$ cat config.mk
export PLATFORM = sky130hd
export DESIGN_NAME = link_loss_watchdog_ramp_down_flat
export DESIGN_NICKNAME = d
export VERILOG_FILES = /design/src/lldr_pkg.sv /design/src/lldr_in_if.sv /design/src/lldr_out_if.sv /design/src/lldr_ctrl.sv /design/src/lldr_dp.sv /design/src/link_loss_watchdog_ramp_down.sv /design/src/flat_wrapper.sv
export SDC_FILE = /design/constraint.sdc
export NUM_CORES = 1
export LEC_CHECK = 0
export BUFFER_PORTS_ARGS = -buffer_cell sky130_fd_sc_hd__buf_2
export CORE_ASPECT_RATIO = 1.5
export CORE_MARGIN = 1.5
export CORE_UTILIZATION = 51
export CTS_CLUSTER_SIZE = 30
export DETAILED_ROUTE_END_ITERATION = 10
export HOLD_SLACK_MARGIN = 0.06
export PLACE_DENSITY = 0.7
export RECOVER_POWER = 25
export SETUP_SLACK_MARGIN = 0.1
export SLEW_MARGIN = 5
export SYNTH_ARGS = -nofsm -noshare
export SYNTH_HDL_FRONTEND = slang
export SYNTH_SLANG_ARGS = --single-unit
$ cat constraint.sdc
create_clock -name i_clk -period 7.5 [get_ports i_clk]
set_input_delay 1.5 -clock i_clk [delete_from_list [all_inputs] [get_ports i_clk]]
set_output_delay 1.5 -clock i_clk [all_outputs]
set_load 0.02 [all_outputs]
$ cat src/lldr_pkg.sv
// shared types and constants of the link-loss watchdog with ramp-down
// no dependencies; used by the interfaces, controller, datapath and top level
`default_nettype none

package lldr_pkg;

    localparam int unsigned DUTY_W    = 8;
    localparam int unsigned CH_FLD_W  = 3;
    localparam int unsigned TIME_W    = 32;
    localparam int unsigned CFG_IDX_W = 2;
    localparam int unsigned CFG_DAT_W = 16;
    localparam int unsigned STEP_W    = 8;
    localparam int unsigned PROD_W    = 2 * DUTY_W;
    // reciprocal scaling for an exact divide of a PROD_W-bit value by up to 255
    localparam int unsigned DIV_SHIFT = PROD_W + STEP_W;
    localparam int unsigned DIV_MUL_W = DIV_SHIFT + 1;

    typedef logic [CFG_IDX_W-1:0] t_cfg_idx;
    localparam t_cfg_idx CFG_TIMEOUT  = 2'd0;
    localparam t_cfg_idx CFG_NOISE    = 2'd1;
    localparam t_cfg_idx CFG_INTERVAL = 2'd2;

    localparam logic [15:0] RST_TIMEOUT  = 16'd500;
    localparam logic [7:0]  RST_NOISE    = 8'd5;
    localparam logic [15:0] RST_INTERVAL = 16'd10;

    localparam logic OP_LOOP   = 1'b0;
    localparam logic OP_RECORD = 1'b1;

    typedef enum logic [2:0] {
        S_IDLE,
        S_TMO,
        S_RAMP,
        S_MUL,
        S_DIV,
        S_OUT
    } t_state;

    typedef struct packed {
        logic                operation;
        logic [TIME_W-1:0]   now_ms;
        logic                got_packet;
        logic [CH_FLD_W-1:0] channel;
        logic [DUTY_W-1:0]   duty;
    } t_in_item;

    typedef struct packed {
        logic [CH_FLD_W-1:0] out_channel;
        logic [DUTY_W-1:0]   out_duty;
        logic                duty_valid;
        logic                stop_all;
        logic                safety_active;
        logic                entered_safety;
        logic                last;
    } t_out_item;

    typedef struct packed {
        logic accept;
        logic tmo_update;
        logic ramp_step;
        logic ramp_stop;
        logic out_plain;
        logic mul;
        logic div;
        logic next_ch;
    } t_dp_cmd;

    typedef struct packed {
        logic ramp_due;
        logic ramp_more;
        logic out_last;
    } t_dp_stat;

endpackage

`default_nettype wire

$ cat src/lldr_in_if.sv
// request channel into the watchdog: valid/ready plus the input item fields
// depends on lldr_pkg for field widths
`default_nettype none

interface lldr_in_if;
    import lldr_pkg::*;

    logic                valid;
    logic                ready;
    logic                operation;
    logic [TIME_W-1:0]   now_ms;
    logic                got_packet;
    logic [CH_FLD_W-1:0] channel;
    logic [DUTY_W-1:0]   duty;

    modport source (
        output valid, operation, now_ms, got_packet, channel, duty,
        input  ready
    );
    modport sink (
        input  valid, operation, now_ms, got_packet, channel, duty,
        output ready
    );
endinterface

`default_nettype wire

$ cat src/lldr_out_if.sv
// result channel out of the watchdog: valid/ready plus the result fields
// depends on lldr_pkg for field widths
`default_nettype none

interface lldr_out_if;
    import lldr_pkg::*;

    logic                valid;
    logic                ready;
    logic [CH_FLD_W-1:0] out_channel;
    logic [DUTY_W-1:0]   out_duty;
    logic                duty_valid;
    logic                stop_all;
    logic                safety_active;
    logic                entered_safety;
    logic                last;

    modport source (
        output valid, out_channel, out_duty, duty_valid, stop_all,
        output safety_active, entered_safety, last,
        input  ready
    );
    modport sink (
        input  valid, out_channel, out_duty, duty_valid, stop_all,
        input  safety_active, entered_safety, last,
        output ready
    );
endinterface

`default_nettype wire

$ cat src/lldr_ctrl.sv
// controller state machine of the watchdog: sequences a loop pass and its ramp outputs
// depends on lldr_pkg (state enum, command and status structs)
`default_nettype none

module lldr_ctrl (
    input  wire logic              i_clk,
    input  wire logic              i_rst_n,
    input  wire logic              i_in_valid,
    input  wire logic              i_in_op,
    input  wire logic              i_out_ready,
    input  wire lldr_pkg::t_dp_stat i_stat,
    output lldr_pkg::t_dp_cmd      o_cmd,
    output logic                   o_in_ready,
    output logic                   o_out_valid
);
    import lldr_pkg::*;

    t_state r_state;
    t_state n_state;

    always_ff @(posedge i_clk) begin
        if (!i_rst_n) begin
            r_state <= S_IDLE;
        end else begin
            r_state <= n_state;
        end
    end

    always_comb begin
        n_state     = r_state;
        o_cmd       = '0;
        o_in_ready  = 1'b0;
        o_out_valid = 1'b0;
        case (r_state)
            S_IDLE: begin
                o_in_ready = 1'b1;
                if (i_in_valid) begin
                    o_cmd.accept = 1'b1;
                    // a duty record is written on accept and causes no result
                    if (i_in_op != OP_RECORD) begin
                        n_state = S_TMO;
                    end
                end
            end
            S_TMO: begin
                o_cmd.tmo_update = 1'b1;
                n_state          = S_RAMP;
            end
            S_RAMP: begin
                if (i_stat.ramp_due && i_stat.ramp_more) begin
                    o_cmd.ramp_step = 1'b1;
                    n_state         = S_MUL;
                end else if (i_stat.ramp_due) begin
                    o_cmd.ramp_stop = 1'b1;
                    n_state         = S_OUT;
                end else begin
                    o_cmd.out_plain = 1'b1;
                    n_state         = S_OUT;
                end
            end
            S_MUL: begin
                o_cmd.mul = 1'b1;
                n_state   = S_DIV;
            end
            S_DIV: begin
                o_cmd.div = 1'b1;
                n_state   = S_OUT;
            end
            S_OUT: begin
                o_out_valid = 1'b1;
                if (i_out_ready) begin
                    if (i_stat.out_last) begin
                        n_state = S_IDLE;
                    end else begin
                        o_cmd.next_ch = 1'b1;
                        n_state       = S_MUL;
                    end
                end
            end
            default: begin
                n_state = S_IDLE;
            end
        endcase
    end

endmodule

`default_nettype wire

$ cat src/lldr_dp.sv
// datapath of the watchdog: config registers, link timers, noise counter, duty stores,
// ramp multiply and reciprocal divide, result register; depends on lldr_pkg
`default_nettype none

module lldr_dp #(
    parameter int unsigned CHANNELS   = 8,
    parameter int unsigned RAMP_STEPS = 20
) (
    input  wire logic                                i_clk,
    input  wire logic                                i_rst_n,
    input  wire lldr_pkg::t_dp_cmd                   i_cmd,
    input  wire lldr_pkg::t_in_item                  i_item,
    input  wire logic                                i_cfg_we,
    input  wire logic [lldr_pkg::CFG_IDX_W-1:0]      i_cfg_idx,
    input  wire logic [lldr_pkg::CFG_DAT_W-1:0]      i_cfg_data,
    output lldr_pkg::t_dp_stat                       o_stat,
    output lldr_pkg::t_out_item                      o_item
);
    import lldr_pkg::*;

    localparam int unsigned CH_W = (CHANNELS > 1) ? $clog2(CHANNELS) : 1;
    localparam logic [CH_W-1:0]   LAST_IDX = CH_W'(CHANNELS - 1);
    localparam logic [CH_FLD_W:0] CH_LIMIT = (CH_FLD_W + 1)'(CHANNELS);
    localparam logic [STEP_W-1:0] STEPS    = STEP_W'(RAMP_STEPS);
    localparam logic [DIV_MUL_W-1:0] DIV_MUL =
        DIV_MUL_W'(((64'd1 << DIV_SHIFT) + 64'(RAMP_STEPS) - 64'd1) / 64'(RAMP_STEPS));

    // configuration
    logic [15:0]         r_timeout;
    logic [7:0]          r_noise_passes;
    logic [15:0]         r_interval;

    // watchdog state
    logic [TIME_W-1:0]   r_last_pkt;
    logic [7:0]          r_noise;
    logic                r_safe;
    logic                r_entered;
    logic [STEP_W-1:0]   r_step;
    logic [TIME_W-1:0]   r_last_ramp;
    logic [DUTY_W-1:0]   r_cur  [CHANNELS];
    logic [DUTY_W-1:0]   r_backup [CHANNELS];

    // working registers
    t_in_item            r_item;
    logic [STEP_W-1:0]   r_factor;
    logic [CH_W-1:0]     r_idx;
    logic [PROD_W-1:0]   r_prod;
    t_out_item           r_out;

    logic [TIME_W-1:0]   elapsed;
    logic [TIME_W-1:0]   ramp_elapsed;
    logic                timed_out;
    logic [7:0]          noise_base;
    logic [7:0]          noise_inc;
    logic                safe_base;
    logic                enter;
    logic [STEP_W-1:0]   step_inc;
    logic [PROD_W+DIV_MUL_W-1:0] quo_full;
    logic [DUTY_W-1:0]   quo;
    logic                rec_ok;

    assign elapsed      = r_item.now_ms - r_last_pkt;
    assign timed_out    = elapsed > {16'd0, r_timeout};
    assign noise_base   = r_item.got_packet ? 8'd0 : r_noise;
    assign safe_base    = r_item.got_packet ? 1'b0 : r_safe;
    assign noise_inc    = (noise_base < r_noise_passes) ? 8'(noise_base + 8'd1) : noise_base;
    assign enter        = timed_out && (noise_inc >= r_noise_passes) && !safe_base;
    assign ramp_elapsed = r_item.now_ms - r_last_ramp;
    assign step_inc     = STEP_W'(r_step + 8'd1);
    assign quo_full     = {{DIV_MUL_W{1'b0}}, r_prod} * {{PROD_W{1'b0}}, DIV_MUL};
    assign quo          = quo_full[DIV_SHIFT +: DUTY_W];
    assign rec_ok       = ({1'b0, i_item.channel} < CH_LIMIT);

    assign o_stat.ramp_due  = r_safe && (ramp_elapsed >= {16'd0, r_interval});
    assign o_stat.ramp_more = r_step < STEPS;
    assign o_stat.out_last  = r_out.last;
    assign o_item           = r_out;

    always_ff @(posedge i_clk) begin
        if (!i_rst_n) begin
            r_timeout      <= RST_TIMEOUT;
            r_noise_passes <= RST_NOISE;
            r_interval     <= RST_INTERVAL;
            r_last_pkt     <= '0;
            r_noise        <= '0;
            r_safe         <= 1'b0;
            r_entered      <= 1'b0;
            r_step         <= '0;
            r_last_ramp    <= '0;
            for (int i = 0; i < CHANNELS; i++) begin
                r_cur[i] <= '0;
            end
        end else begin
            if (i_cfg_we) begin
                case (i_cfg_idx)
                    CFG_TIMEOUT:  r_timeout      <= i_cfg_data;
                    CFG_NOISE:    r_noise_passes <= i_cfg_data[7:0];
                    CFG_INTERVAL: r_interval     <= i_cfg_data;
                    default: begin
                    end
                endcase
            end
            if (i_cmd.accept && i_item.operation == OP_RECORD && rec_ok) begin
                r_cur[i_item.channel[CH_W-1:0]] <= i_item.duty;
            end
            if (i_cmd.tmo_update) begin
                // packet restamp uses the elapsed time taken before it
                if (r_item.got_packet) begin
                    r_last_pkt <= r_item.now_ms;
                end
                r_noise   <= timed_out ? noise_inc : noise_base;
                r_safe    <= safe_base || enter;
                r_entered <= enter;
                if (enter || (r_item.got_packet && r_safe)) begin
                    r_step <= '0;
                end
            end
            if (i_cmd.ramp_step) begin
                r_step      <= step_inc;
                r_last_ramp <= r_item.now_ms;
            end
            if (i_cmd.ramp_stop) begin
                r_last_ramp <= r_item.now_ms;
                for (int i = 0; i < CHANNELS; i++) begin
                    r_cur[i] <= '0;
                end
            end
            if (i_cmd.div) begin
                r_cur[r_idx] <= quo;
            end
        end
    end

    always_ff @(posedge i_clk) begin
        if (i_cmd.accept) begin
            r_item <= i_item;
        end
        if (i_cmd.tmo_update && enter) begin
            for (int i = 0; i < CHANNELS; i++) begin
                r_backup[i] <= r_cur[i];
            end
        end
        if (i_cmd.ramp_step) begin
            r_factor <= STEP_W'(STEPS - step_inc);
            r_idx    <= '0;
        end
        if (i_cmd.next_ch) begin
            r_idx <= CH_W'(r_idx + 1'b1);
        end
        if (i_cmd.mul) begin
            r_prod <= {{DUTY_W{1'b0}}, r_backup[r_idx]} * {{(PROD_W-STEP_W){1'b0}}, r_factor};
        end
        if (i_cmd.out_plain) begin
            r_out.out_channel    <= '0;
            r_out.out_duty       <= '0;
            r_out.duty_valid     <= 1'b0;
            r_out.stop_all       <= 1'b0;
            r_out.safety_active  <= r_safe;
            r_out.entered_safety <= r_entered;
            r_out.last           <= 1'b1;
        end
        if (i_cmd.ramp_stop) begin
            r_out.out_channel    <= '0;
            r_out.out_duty       <= '0;
            r_out.duty_valid     <= 1'b0;
            r_out.stop_all       <= 1'b1;
            r_out.safety_active  <= r_safe;
            r_out.entered_safety <= r_entered;
            r_out.last           <= 1'b1;
        end
        if (i_cmd.div) begin
            r_out.out_channel    <= CH_FLD_W'(r_idx);
            r_out.out_duty       <= quo;
            r_out.duty_valid     <= 1'b1;
            r_out.stop_all       <= 1'b0;
            r_out.safety_active  <= r_safe;
            r_out.entered_safety <= r_entered;
            r_out.last           <= (r_idx == LAST_IDX);
        end
    end

endmodule

`default_nettype wire

$ cat src/link_loss_watchdog_ramp_down.sv
// top level of the link-loss watchdog with ramp-down soft stop
// depends on lldr_pkg, lldr_in_if, lldr_out_if, lldr_ctrl and lldr_dp
//
// usage:
//   i_in carries requests: a duty record (operation 1) stores one channel's
//   duty and produces no result; a loop pass (operation 0) carries the ms
//   timestamp and the packet flag and produces one or more results on o_out.
//   a loop pass gives one plain result, one stop-all result, or CHANNELS ramped
//   duty results in channel order; the final one has last set.
//   configuration is a plain write port (i_cfg_we, i_cfg_idx, i_cfg_data):
//   0 timeout_ms, 1 noise_passes, 2 step_interval_ms; write only while idle.
// timing:
//   a duty record is taken in the idle state. a loop pass is accepted, then
//   passes the timeout and ramp check states before its first result is shown.
//   each ramped duty passes the multiply, reciprocal divide and output
//   register states in that order; a plain or stop-all pass goes from the
//   ramp check straight to the output state.
//   one request is in flight at a time; i_in.ready is high only while idle,
//   and the next request is taken the cycle after the final result.
// reset and stalls:
//   synchronous active-low reset restores register defaults (500, 5, 10) and
//   clears timers, counters, safe mode and the current duties. a result stays
//   in the output register until o_out.ready is seen; the block waits meanwhile.
`default_nettype none

module link_loss_watchdog_ramp_down #(
    parameter int unsigned CHANNELS   = 8,
    parameter int unsigned RAMP_STEPS = 20
) (
    input  wire logic                           i_clk,
    input  wire logic                           i_rst_n,
    lldr_in_if.sink                             i_in,
    lldr_out_if.source                          o_out,
    input  wire logic                           i_cfg_we,
    input  wire logic [lldr_pkg::CFG_IDX_W-1:0] i_cfg_idx,
    input  wire logic [lldr_pkg::CFG_DAT_W-1:0] i_cfg_data
);
    import lldr_pkg::*;

    t_dp_cmd   cmd;
    t_dp_stat  stat;
    t_in_item  in_item;
    t_out_item out_item;
    logic      in_ready;
    logic      out_valid;

    // gather the request fields into one item
    assign in_item.operation  = i_in.operation;
    assign in_item.now_ms     = i_in.now_ms;
    assign in_item.got_packet = i_in.got_packet;
    assign in_item.channel    = i_in.channel;
    assign in_item.duty       = i_in.duty;

    lldr_ctrl u_ctrl (
        .i_clk       (i_clk),
        .i_rst_n     (i_rst_n),
        .i_in_valid  (i_in.valid),
        .i_in_op     (i_in.operation),
        .i_out_ready (o_out.ready),
        .i_stat      (stat),
        .o_cmd       (cmd),
        .o_in_ready  (in_ready),
        .o_out_valid (out_valid)
    );

    lldr_dp #(
        .CHANNELS   (CHANNELS),
        .RAMP_STEPS (RAMP_STEPS)
    ) u_dp (
        .i_clk      (i_clk),
        .i_rst_n    (i_rst_n),
        .i_cmd      (cmd),
        .i_item     (in_item),
        .i_cfg_we   (i_cfg_we),
        .i_cfg_idx  (i_cfg_idx),
        .i_cfg_data (i_cfg_data),
        .o_stat     (stat),
        .o_item     (out_item)
    );

    assign i_in.ready           = in_ready;
    assign o_out.valid          = out_valid;
    assign o_out.out_channel    = out_item.out_channel;
    assign o_out.out_duty       = out_item.out_duty;
    assign o_out.duty_valid     = out_item.duty_valid;
    assign o_out.stop_all       = out_item.stop_all;
    assign o_out.safety_active  = out_item.safety_active;
    assign o_out.entered_safety = out_item.entered_safety;
    assign o_out.last           = out_item.last;

    // one request in flight: no new request while a result is shown
    a_no_overlap: assert property (@(posedge i_clk) disable iff (!i_rst_n)
        o_out.valid |-> !i_in.ready)
        else $error("request accepted while a result is pending");

    // a result is either a ramp duty or a stop-all, never both
    a_kind: assert property (@(posedge i_clk) disable iff (!i_rst_n)
        o_out.valid |-> !(o_out.duty_valid && o_out.stop_all))
        else $error("result marked as duty and stop-all");

    // ramp outputs only come out of safe mode
    a_ramp_safe: assert property (@(posedge i_clk) disable iff (!i_rst_n)
        (o_out.valid && (o_out.duty_valid || o_out.stop_all || o_out.entered_safety))
        |-> o_out.safety_active)
        else $error("ramp result outside safe mode");

    // after the final result of a pass the block is ready for the next request
    a_last_done: assert property (@(posedge i_clk) disable iff (!i_rst_n)
        (o_out.valid && o_out.ready && o_out.last) |=> i_in.ready)
        else $error("block not idle after final result");

endmodule

`default_nettype wire

$ cat src/flat_wrapper.sv
// flat-port wrapper written by rule: the top's interface ports become plain ports
module link_loss_watchdog_ramp_down_flat import lldr_pkg::*;
#(
    parameter int unsigned CHANNELS   = 8,
    parameter int unsigned RAMP_STEPS = 20
)
  (i_clk, i_rst_n, i_cfg_we, i_cfg_idx, i_cfg_data, i_in_valid, i_in_operation, i_in_now_ms, i_in_got_packet, i_in_channel, i_in_duty, i_in_ready, o_out_valid, o_out_out_channel, o_out_out_duty, o_out_duty_valid, o_out_stop_all, o_out_safety_active, o_out_entered_safety, o_out_last, o_out_ready);
  lldr_in_if i_in_i ();
  lldr_out_if o_out_i ();
  input  wire logic i_clk;
  input  wire logic i_rst_n;
  input  wire logic i_cfg_we;
  input  wire logic [lldr_pkg::CFG_IDX_W-1:0] i_cfg_idx;
  input  wire logic [lldr_pkg::CFG_DAT_W-1:0] i_cfg_data;
  input wire logic [$bits(i_in_i.valid)-1:0] i_in_valid;
  input wire logic [$bits(i_in_i.operation)-1:0] i_in_operation;
  input wire logic [$bits(i_in_i.now_ms)-1:0] i_in_now_ms;
  input wire logic [$bits(i_in_i.got_packet)-1:0] i_in_got_packet;
  input wire logic [$bits(i_in_i.channel)-1:0] i_in_channel;
  input wire logic [$bits(i_in_i.duty)-1:0] i_in_duty;
  output wire logic [$bits(i_in_i.ready)-1:0] i_in_ready;
  output wire logic [$bits(o_out_i.valid)-1:0] o_out_valid;
  output wire logic [$bits(o_out_i.out_channel)-1:0] o_out_out_channel;
  output wire logic [$bits(o_out_i.out_duty)-1:0] o_out_out_duty;
  output wire logic [$bits(o_out_i.duty_valid)-1:0] o_out_duty_valid;
  output wire logic [$bits(o_out_i.stop_all)-1:0] o_out_stop_all;
  output wire logic [$bits(o_out_i.safety_active)-1:0] o_out_safety_active;
  output wire logic [$bits(o_out_i.entered_safety)-1:0] o_out_entered_safety;
  output wire logic [$bits(o_out_i.last)-1:0] o_out_last;
  input wire logic [$bits(o_out_i.ready)-1:0] o_out_ready;
  assign i_in_i.valid = i_in_valid;
  assign i_in_i.operation = i_in_operation;
  assign i_in_i.now_ms = i_in_now_ms;
  assign i_in_i.got_packet = i_in_got_packet;
  assign i_in_i.channel = i_in_channel;
  assign i_in_i.duty = i_in_duty;
  assign i_in_ready = i_in_i.ready;
  assign o_out_valid = o_out_i.valid;
  assign o_out_out_channel = o_out_i.out_channel;
  assign o_out_out_duty = o_out_i.out_duty;
  assign o_out_duty_valid = o_out_i.duty_valid;
  assign o_out_stop_all = o_out_i.stop_all;
  assign o_out_safety_active = o_out_i.safety_active;
  assign o_out_entered_safety = o_out_i.entered_safety;
  assign o_out_last = o_out_i.last;
  assign o_out_i.ready = o_out_ready;
  link_loss_watchdog_ramp_down #(.CHANNELS(CHANNELS), .RAMP_STEPS(RAMP_STEPS)) u_core (.i_clk(i_clk), .i_rst_n(i_rst_n), .i_in(i_in_i), .o_out(o_out_i), .i_cfg_we(i_cfg_we), .i_cfg_idx(i_cfg_idx), .i_cfg_data(i_cfg_data));
endmodule
### Word-level counts from Yosys, hierarchy flattened

Memories as Yosys holds them, arrays and structs flattened. A register that Yosys moved wholly into a read port is not among the register bits.
Cells that the tools add are included.

* bits in registers: 201
* bits in latches: 0
* bits in writable memories: 128
* bits in read-only memories: 0
* input bits: 68
* logic and storage cells: 144
* memories kept: 2

* $add $sub $neg: 6
* $mul: 2
* divide/modulo/power cells: 0
* magnitude comparators: 5
* equal/unequal tests: 11
* shift-type cells: 0
* muxes and demuxes: 62
* bitwise logic cells: 8
* reductions and logical operators: 26

Memories
* u_core.u_dp.r_backup: words 8, bits a word 8, rd ports 1, clocked after memory_dff 1, wr ports 8, line lldr_dp.sv:41 `logic [DUTY_W-1:0] r_backup [CHANNELS];`
* u_core.u_dp.r_cur: words 8, bits a word 8, rd ports 8, clocked after memory_dff 0, wr ports 8, line lldr_dp.sv:40 `logic [DUTY_W-1:0] r_cur [CHANNELS];`

Operators by type and width (count)
* 2-to-1 mux 8 bit: 16
* 2-to-1 mux 32 bit: 2
* subtractor 32 bit: 2
* 2-to-1 mux 16 bit: 3
* >= comparator 32 x 16 -> 1 bit: 1
* > comparator 32 x 16 -> 1 bit: 1
* multiplier 16 x 20 -> 32 bit (second input constant): 1
* 2-to-1 mux 3 bit: 10
* 2-to-1 mux 1 bit: 28
* case mux 3 bit (6 select lines): 1
* adder 8 x 1 -> 8 bit (second input constant): 2
* multiplier 8 x 8 -> 16 bit: 1
* OR reduction 8 bit: 2
* AND reduction 2 bit: 5
* nonzero test 2 bit: 5
* == test 3 bit (second input constant): 3
* >= comparator 8 bit: 1
* less-than comparator 8 x 5 -> 1 bit (second input constant): 1
* less-than comparator 8 bit: 1
* bitwise OR 1 bit: 8
* subtractor 5 x 8 -> 8 bit (first input constant): 1
* logical AND 1 bit: 7
* == test 3 x 2 -> 1 bit (second input constant): 2
* != test 2 bit (second input constant): 3
* other kinds (11): 13

### Longest topological paths before layout

Gate-level depths: netlist of the first run.

* depth in word-level cells: 12
* gate-level depth with buffers: 25
* depth with buffers taken out: 24

### Modules after synthesis

Synthesis of the first run repeated with hierarchy kept, for this count alone.

* cells, all modules: 2414
* area, all modules: 23602.6 um^2

By module, submodules not included
* lldr_dp: times used 1, cells each 2381, area an instance 23339.9 um^2, sequential area each 8608.3 um^2
* lldr_ctrl: times used 1, cells each 33, area an instance 262.8 um^2, sequential area each 60.1 um^2

### Worst setup path after synthesis of the first run

No wires, ideal clock.

* kind: reg2reg
* start point: register u_core.u_dp.r_item[11] (netlist name)
* end point: memory u_core.u_dp.r_backup[0][0], enable pin
* library setup time: 509 ps
* data arrival time: 6604 ps
* setup slack: 387 ps
* cell stages (with the launch flop): 20
* path buffers: 1
* period minus slack after synthesis: 7113 ps
* cells stage by stage: edfxtp_1 clkbuf_1 nor2b_1 ha_1 a21o_1 a21o_1 a21o_1 a21o_1 a211oi_2 mux2_2 ha_1 a21o_1 a21o_1 a21o_1 a21oi_1 nor2b_1 o21ai_0 a21oi_1 nand3_1 a21oi_1

RTL lines
* start, declared: line lldr_dp.sv:44 `t_in_item r_item;`
* start signal, assigned: line lldr_dp.sv:136 `r_item <= i_item;`
* end, declared: line lldr_dp.sv:41

==> results of run 1 <==
[state kept, by name (all words and copies together), names as in the netlist, named ones only]
name                        cells
u_core.u_dp.r_backup           64
u_core.u_dp.r_cur              64
u_core.u_dp.r_item             33
u_core.u_dp.r_last_pkt         32
u_core.u_dp.r_last_ramp        32
u_core.u_dp.o_item             16
u_core.u_dp.r_interval         16
u_core.u_dp.r_prod             16
u_core.u_dp.r_timeout          16
u_core.u_dp.r_factor            8
u_core.u_dp.r_noise             8
u_core.u_dp.r_noise_passes      8
u_core.u_dp.r_step              8
u_core.u_ctrl.r_state           3
u_core.u_dp.r_idx               3
u_core.u_dp.r_entered           1
u_core.u_dp.r_safe              1
[cells in the mapped netlist (8+ instances only)]
| master | count |
|---|---|
| fa_1 | 114 |
| o31ai_1 | 8 |
| nand3_1 | 32 |
| dfxtp_1 | 130 |
| mux4_2 | 16 |
| a31oi_1 | 11 |
| nand2_1 | 267 |
| a21oi_1 | 158 |
| a21o_1 | 39 |
| xnor2_1 | 50 |
| and2_1 | 26 |
| xor2_1 | 25 |
| clkbuf_1 | 43 |
| inv_1 | 341 |
| nor2b_1 | 40 |
| nand2b_1 | 30 |
| edfxtp_1 | 202 |
| o21ai_0 | 75 |
| ha_1 | 260 |
| a211oi_1 | 10 |
| nor4_1 | 8 |
| o21ai_1 | 9 |
| mux2_2 | 9 |
| o211ai_1 | 18 |
| nor3_1 | 17 |
| nor2_1 | 180 |
| o21a_1 | 23 |
| and3_1 | 11 |
| nand4_1 | 23 |
| buf_2 | 15 |
| mux2i_1 | 53 |
[critical path, cell delays in order, from the launching register on]
cell and delay, ns:
edfxtp_1 0.49, ha_1 0.37, inv_1 0.06, fa_1 0.41
inv_1 0.10, fa_1 0.50, fa_1 0.56, inv_1 0.06
fa_1 0.53, inv_1 0.06, fa_1 0.49, ha_1 0.32
and3_1 0.20, a221o_1 0.30, a21oi_1 0.26, o21bai_1 0.09
a21o_1 0.17, a21oi_1 0.16, o211ai_1 0.10, a221oi_1 0.37
xnor2_1 0.18, mux2i_1 0.57, nor2_1 0.11
[power by group through the flow]
| stage | clock, mW | sequential (mW) | combinational, mW |
|---|---|---|---|
| 2_1_floorplan | 0 | 2.08 | 0.769 |
| 3_3_place_gp | 0 | 2.09 | 1.02 |
| 3_5_place_dp | 0 | 2.10 | 1.05 |
| 4_1_cts | 1.83 | 2.06 | 1.06 |
| 5_1_grt | 1.89 | 2.06 | 1.18 |
| 6_report | 1.80 | 2.06 | 1.06 |
[cell usage in the layout (no fill, tap or decap), types with 16 or more instances in the layout]
master	count
xor2_1	25
o211ai_1	18
nor2b_1	40
and2_1	25
inv_1	341
nor2_1	179
nand2b_1	30
dfxtp_1	130
buf_2	82
mux4_2	16
nand3_1	32
mux2i_1	53
fa_1	114
nand4_1	23
o21ai_0	75
o21a_1	23
nand2_1	267
a21o_1	39
edfxtp_1	202
a21oi_1	157
nor3_1	17
ha_1	260
clkbuf_16	34
xnor2_1	50
[stage by stage]
step | instances | hold WS (ns) | total power, mW
2_1_floorplan | 2375 | 0.4000 | 2.849
3_3_place_gp | 2984 | 0.4002 | 3.115
6_report | 3046 | 0.4087 | 4.908
3_5_place_dp | 2984 | 0.4045 | 3.145
4_1_cts | 3046 | 0.4104 | 4.942
5_1_grt | 3046 | 0.4209 | 5.129
[worst min path at each step]
stage,from,endpoint,slack (ns),cells after the start
global placement,u_core.u_dp.r_cur[5][0],u_core.u_dp.r_backup[5][0],0.40,0
CTS,u_core.u_dp.r_cur[7][6],u_core.u_dp.r_backup[7][6],0.41,0
finish,u_core.u_dp.r_cur[7][6],u_core.u_dp.r_backup[7][6],0.41,0
detailed placement,u_core.u_dp.r_cur[0][2],u_core.u_dp.r_backup[0][2],0.40,0
global route,u_core.u_dp.r_cur[7][6],u_core.u_dp.r_backup[7][6],0.42,0
floorplan,u_core.u_dp.r_entered,u_core.u_dp.o_item[1],0.40,0
[layout make-up]
type | count | area [um2]
fillers | 3967 | 19540
multi-input cells | 1632 | 13050
flip-flops and latches | 332 | 8668
inverters | 342 | 1285
clock buffers | 41 | 887.1
well taps | 582 | 728.2
repair buffers | 96 | 496.7
clock inverters | 21 | 279.0
[cells by family after synthesis]
logic type               after synthesis  share of synthesized area
AO/OA/AOI/OAI                        437                     0.1194
XOR/XNOR                              75                    0.02817
adder cells (fa/ha/maj)              374                     0.2373
buffers and inverters                411                    0.06990
flip-flops                           332                     0.3717
multiplexers                          78                    0.04254
AND/OR/NAND/NOR                      668                     0.1310
[routing by layer]
metal	vias up	global-route usage	wire, um
li1	8254	-	-
met1	8224	0.2515	20350
met5	-	0	0
met4	0	0.1151	2850
met3	129	0.01879	1839
met2	414	0.4903	31560
==> results.toml, run 1 <==
[power]
ir_worst_vdd_uv = 199.8
p_switching_mw = 1.462
seq_power_share = 0.419
p_leak_nw = 10.98
swShare = 0.2978
p_comb_frac = 0.215
clkPwrFrac = 0.366
intPower_mw = 3.447
power.density_mw_per_mm2 = 193.3

[clock_network]
ctsHoldBuffers = 0
postCtsResizedCells = 0
cts_buffers = 34
clk_pin_slew_ns = 0.06
clock_latency_ns = 0.55
cts_buffer_depth = 3
cts.sinks = 332
cts_setup_buffers = 0
cts_tree = "done"
clock_tree.root_cell = "clkbuf_16"
htree_levels = 2

[run]
max_cap_viol_count = 0

[grt]
antenna_found_initial = 0
grt_max_degree = 72
first_global_vias = 17650
track_usage = 0.2455
grt_pass1_wl_mm = 89.55
gr-total-overflow = 0

[sta]
hold_viol_final = 0
clock_skew_ns = 0.02984
fin_ws_ns = 0.7970
max_clock_freq_ghz = 0.1492
max_slew_margin = 0.3218
tightest_slew_ns = 1.017
setup_viol = 0
rsz0062_at_grt = "false"
fin_setup_tns_ns = 0
fin_crit_ns = 6.703
slew_viol_final = 0
final.period_utilization = 0.8937

[yosys]
yosysSeqAreaShare = 0.3717
syn-instance-count = 2375
synth_area_leaders = "edfxtp_1 (26%), ha_1 (14%), dfxtp_1 (11%), fa_1 (9.8%), inv_1 (5.5%)"
yosys_warnings = 0
synth.ff_latch_count = 332
synth_cell_type_count = 82
synth_async_sr_flop_share = 0
dominantRegCellSynth = "edfxtp_1"
yosys.area.top_type_share = 0.2601
synth_edf_count = 202
yosys.area.top_type = "edfxtp_1"
synth.avg_cell_area_um2 = 9.820
syn-num-nets = 2817
synth_area_mm2 = 0.02332

[place]
routabilityCongestion = 0.8980
dp_hpwl_mm = 44.80
port_buffers = 85
post-place-ws_ns = 0.7952
post_dp_cell_area_mm2 = 0.02424

[worst_hold_path]
hold_path_class = "reg -> reg"

[worst_setup_path]
r2r_start = "u_core.u_dp.r_prod[10]"
ff2ff_path_depth = 22
worst_ep_arrival_time_ns = 6.97
critPathLaunchType = "flop"
critical_path_required_ns = 7.77
critPathLaunch = "u_core.u_dp.r_prod[10]"
path_max_fanout = 8
r2r_slack_ns = 0.80
worstReg2RegEnd = "u_core.u_dp.r_cur[4][7]"
crit_type = "reg -> reg"
worstSetupEndpointType = "flop"
crit_end = "u_core.u_dp.r_cur[4][7]"

[detailed_routing]
vias = 17020
wl_per_cell_um = 18.58
dr.pass1.iters = 5
antenna_left = 0
drcViolationCount = 0
vias_per_cell = 5.588
drt_iter0_markers = 979
routed_wl_mm = 56.59

[cells_and_area]
area_growth_syn_to_layout_pct = 8.879
drive_gt1_frac = 0.07873
antenna_cells = 0
nets = 2880
design_area_mm2 = 0.02539
final_util = 0.5652

[floorplanning]
die_x_um = 177.6
dieArea_mm2 = 0.04705
die_height_um = 264.9
num_io_pins = 86
num_rows = 95
initial_core_util = 0.5191
coreArea_mm2 = 0.04493

[run_status]
status = "complete, no violations"
Power figures use the tool's default switching activity.
==> run 2: changes to the inputs <==
--- a/config.mk
+++ b/config.mk
@@ -6,4 +6,5 @@
 export NUM_CORES = 1
 export LEC_CHECK = 0
+export ABC_AREA = 1
 export BUFFER_PORTS_ARGS = -buffer_cell sky130_fd_sc_hd__buf_2
 export CORE_ASPECT_RATIO = 1.5
@@ -13,4 +14,5 @@
 export DETAILED_ROUTE_END_ITERATION = 10
 export HOLD_SLACK_MARGIN = 0.06
+export MAX_ROUTING_LAYER = met4
 export PLACE_DENSITY = 0.7
 export RECOVER_POWER = 25
==> constraint.sdc (replaced) <==
create_clock -name i_clk -period 7.5 [get_ports i_clk]
set_input_delay 1.5 -clock i_clk [delete_from_list [all_inputs] [get_ports i_clk]]
set_output_delay 1.5 -clock i_clk [all_outputs]
set_load 0.01 [all_outputs]
==> run 2 against run 1 <==
Effect of this change: the flow now finishes with violations (capacitance limit, slew limit); register-to-register slack improved by 0.45 ns; critical path depth fell by 16; flip-flop and latch count did not move.
==> results.toml, run 2 <==
[run_status]
status = "finished with violations"
violations = "capacitance limit, slew limit"

[sta]
rsz0062_at_grt = "false"
max_slew_margin = -1.918
max_clock_freq_ghz = 0.1587
clock_skew_ns = 0.01955
tightest_slew_ns = 4.377
hold_viol_final = 0
whs_ns = 0.4085
setup_viol = 0
final.period_utilization = 0.8400
slew_viol_final = 107
fin_crit_ns = 6.300
fin_setup_tns_ns = 0

[detailed_routing]
routed_wl_mm = 68.36
wl_per_cell_um = 17.76
vias = 20390
drt_iter0_markers = 1087
antenna_left = 0
drcViolationCount = 0
vias_per_cell = 5.295
dr.pass1.iters = 6

[yosys]
synth_edf_count = 202
synth_area_mm2 = 0.02476
synth.avg_cell_area_um2 = 7.887
synth_async_sr_flop_share = 0
syn-instance-count = 3139
yosysSeqAreaShare = 0.3501
synth.ff_latch_count = 332
yosys.area.top_type = "edfxtp_1"
yosys_warnings = 0
synth_cell_type_count = 47
syn-num-nets = 3581
synth_area_leaders = "edfxtp_1 (25%), ha_1 (13%), nand2_1 (11%), dfxtp_1 (11%), inv_1 (10%)"
synth_most_common_cell = "nand2_1"
dominantRegCellSynth = "edfxtp_1"
synthTopCellsByCount = "nand2_1 (711), inv_1 (668), nor2_1 (319)"
yosys.area.top_type_share = 0.2450

[power]
power_mw = 5.354
power.density_mw_per_mm2 = 198.7
p_leak_nw = 13.42
ir_worst_vdd_uv = 209.6
intPower_mw = 3.534
seq_power_share = 0.389
p_switching_mw = 1.820
p_comb_frac = 0.279
clkPwrFrac = 0.331
swShare = 0.3400

[clock_network]
htree_levels = 2
clock_tree.root_cell = "clkbuf_16"
cts_buffer_depth = 3
clk_pin_slew_ns = 0.06
ctsHoldBuffers = 0
cts_tree = "done"
clock_latency_ns = 0.54
cts.sinks = 332
cts_setup_buffers = 0
postCtsResizedCells = 0
cts_buffers = 36

[cells_and_area]
nets = 3662
final_cell_mix = "nand2_1 (710), inv_1 (668), nor2_1 (317)"
drive_gt1_frac = 0.04960
area_growth_syn_to_layout_pct = 8.864
final_common_cell = "nand2_1"
nFillCells = 4445
reg_top3 = "u_core.u_dp.r_backup (64), u_core.u_dp.r_cur (64), u_core.u_dp.r_item (33)"
instances_no_fill = 3850

[worst_setup_path]
crit_buf_inv = 2
crit_family = "buffers and inverters"
slowest_delay_ns = 3.07
critical_path.cell_chain = "clkbuf_1 -> clkbuf_1 -> a31oi_1 -> nor2_1 -> nand2_1 -> nand2_1"
critical_path_required_ns = 7.68
critPathLaunchType = "input port"
crit_type = "in -> reg"
worst_ep_arrival_time_ns = 6.48
worstSetupEndpointType = "flop"
critPathSlowestCell = "clkbuf_1"
path_max_fanout = 106

[floorplanning]
initial_core_util = 0.5177
die_height_um = 272.8
die_x_um = 182.9
num_rows = 98
dieArea_mm2 = 0.04990
num_io_pins = 86
coreArea_mm2 = 0.04782

[place]
dp.cells = 3782
routabilityCongestion = 0.9911
dp_hpwl_mm = 54.50
port_buffers = 85

[grt]
grt_pass1_wl_mm = 107.1
gr-total-overflow = 0
grt_max_degree = 107
first_global_vias = 20660
antenna_found_initial = 4
track_usage = 0.2867

[worst_hold_path]
hold_path_class = "reg -> reg"

[run]
max_cap_viol_count = 1
run 2: cell count changes in the layout (fill, tap and decap cells not counted), moves of 36 or more:
cell     change
mux2i_1     -53
nand2_1    +443
a21o_1      -36
o21ai_0     +55
nor2b_1     -40
nor2_1     +138
xnor2_1     -42
inv_1      +327
nand3_1     +51
run 2: worst reg2reg max path, cell delays in order, from the launching register on:
cell      delay [ns]
dfxtp_1         0.30
buf_4           0.23
inv_1           0.75
o21ai_0         0.22
o221ai_1        0.22
nand2_1         0.19
inv_1           0.20
nand2_1         0.09
fa_1            0.37
inv_1           0.09
fa_1            0.39
inv_1           0.08
fa_1            0.43
fa_1            0.56
inv_1           0.05
ha_1            0.36
nand2_1         0.06
o21ai_0         0.26
a21oi_1         0.10
o21ai_0         0.27
nand2_1         0.09
nand2_1         0.11
nand3_1         0.07
nand2_1         0.10
a21oi_1         0.07
nor2_1          0.12
nor2_1          0.06
xor2_1          0.13
run 2: final cells by class:
| class | count | area [um2] | area share |
|---|---|---|---|
| diodes | 4 | 10.01 | 0.0003714 |
| clock buffers | 46 | 979.7 | 0.03635 |
| clock inverters | 18 | 183.9 | 0.006824 |
| inverters | 672 | 2522 | 0.09359 |
| multi-input cells | 2084 | 13360 | 0.4957 |
| flip-flops and latches | 332 | 8668 | 0.3216 |
| well taps | 600 | 750.7 | 0.02785 |
| repair buffers | 94 | 476.7 | 0.01769 |
run 2: path summary, 6_finish.rpt:
kind	startpoint	to	slack [ns]	cells after the start
min	u_core.u_dp.r_cur[6][1]	u_core.u_dp.r_backup[6][1]	0.41	0
max reg2reg	flop	u_core.u_dp.r_prod[15]	1.25	27
min reg2reg	u_core.u_dp.r_cur[6][1]	u_core.u_dp.r_backup[6][1]	0.41	0
max	i_rst_n	u_core.u_dp.r_cur[4][1]	1.20	6
run 2: cell families after synthesis:
group	share of synthesized area
xor+xnor	0.02406
buf+inv	0.1107
fa+ha+maj	0.2236
simple gates	0.1982
flops	0.3501
compound gates	0.09329
run 2: routing by layer:
layer | global-route usage | part of all wire | vias up
met2 | 0.5414 | 0.54 | 530
li1 | - | - | 10110
met3 | 0.02759 | 0.041 | 182
met5 | - | 0 | -
met1 | 0.2881 | 0.36 | 9566
met4 | 0.1557 | 0.060 | 0
run 2: power by group through the flow:
stage               logic (mW)  clock network [mW]  registers (mW)
global route              1.69                1.86            2.09
finish                    1.50                1.77            2.08
global placement          1.45                   0            2.12
CTS                       1.49                1.80            2.08
detailed placement        1.48                   0            2.12
floorplan                 1.05                   0            2.10
run 2: through the flow:
step,cell area [um2],worst slack (ns),utilization
after detailed placement,25790,1.274,0.5394
after CTS,26960,1.249,0.5637
after global placement,25790,1.460,0.5394
after global routing,26950,0.6619,0.5636
after floorplan,24760,2.119,-
final,26950,1.200,0.5636
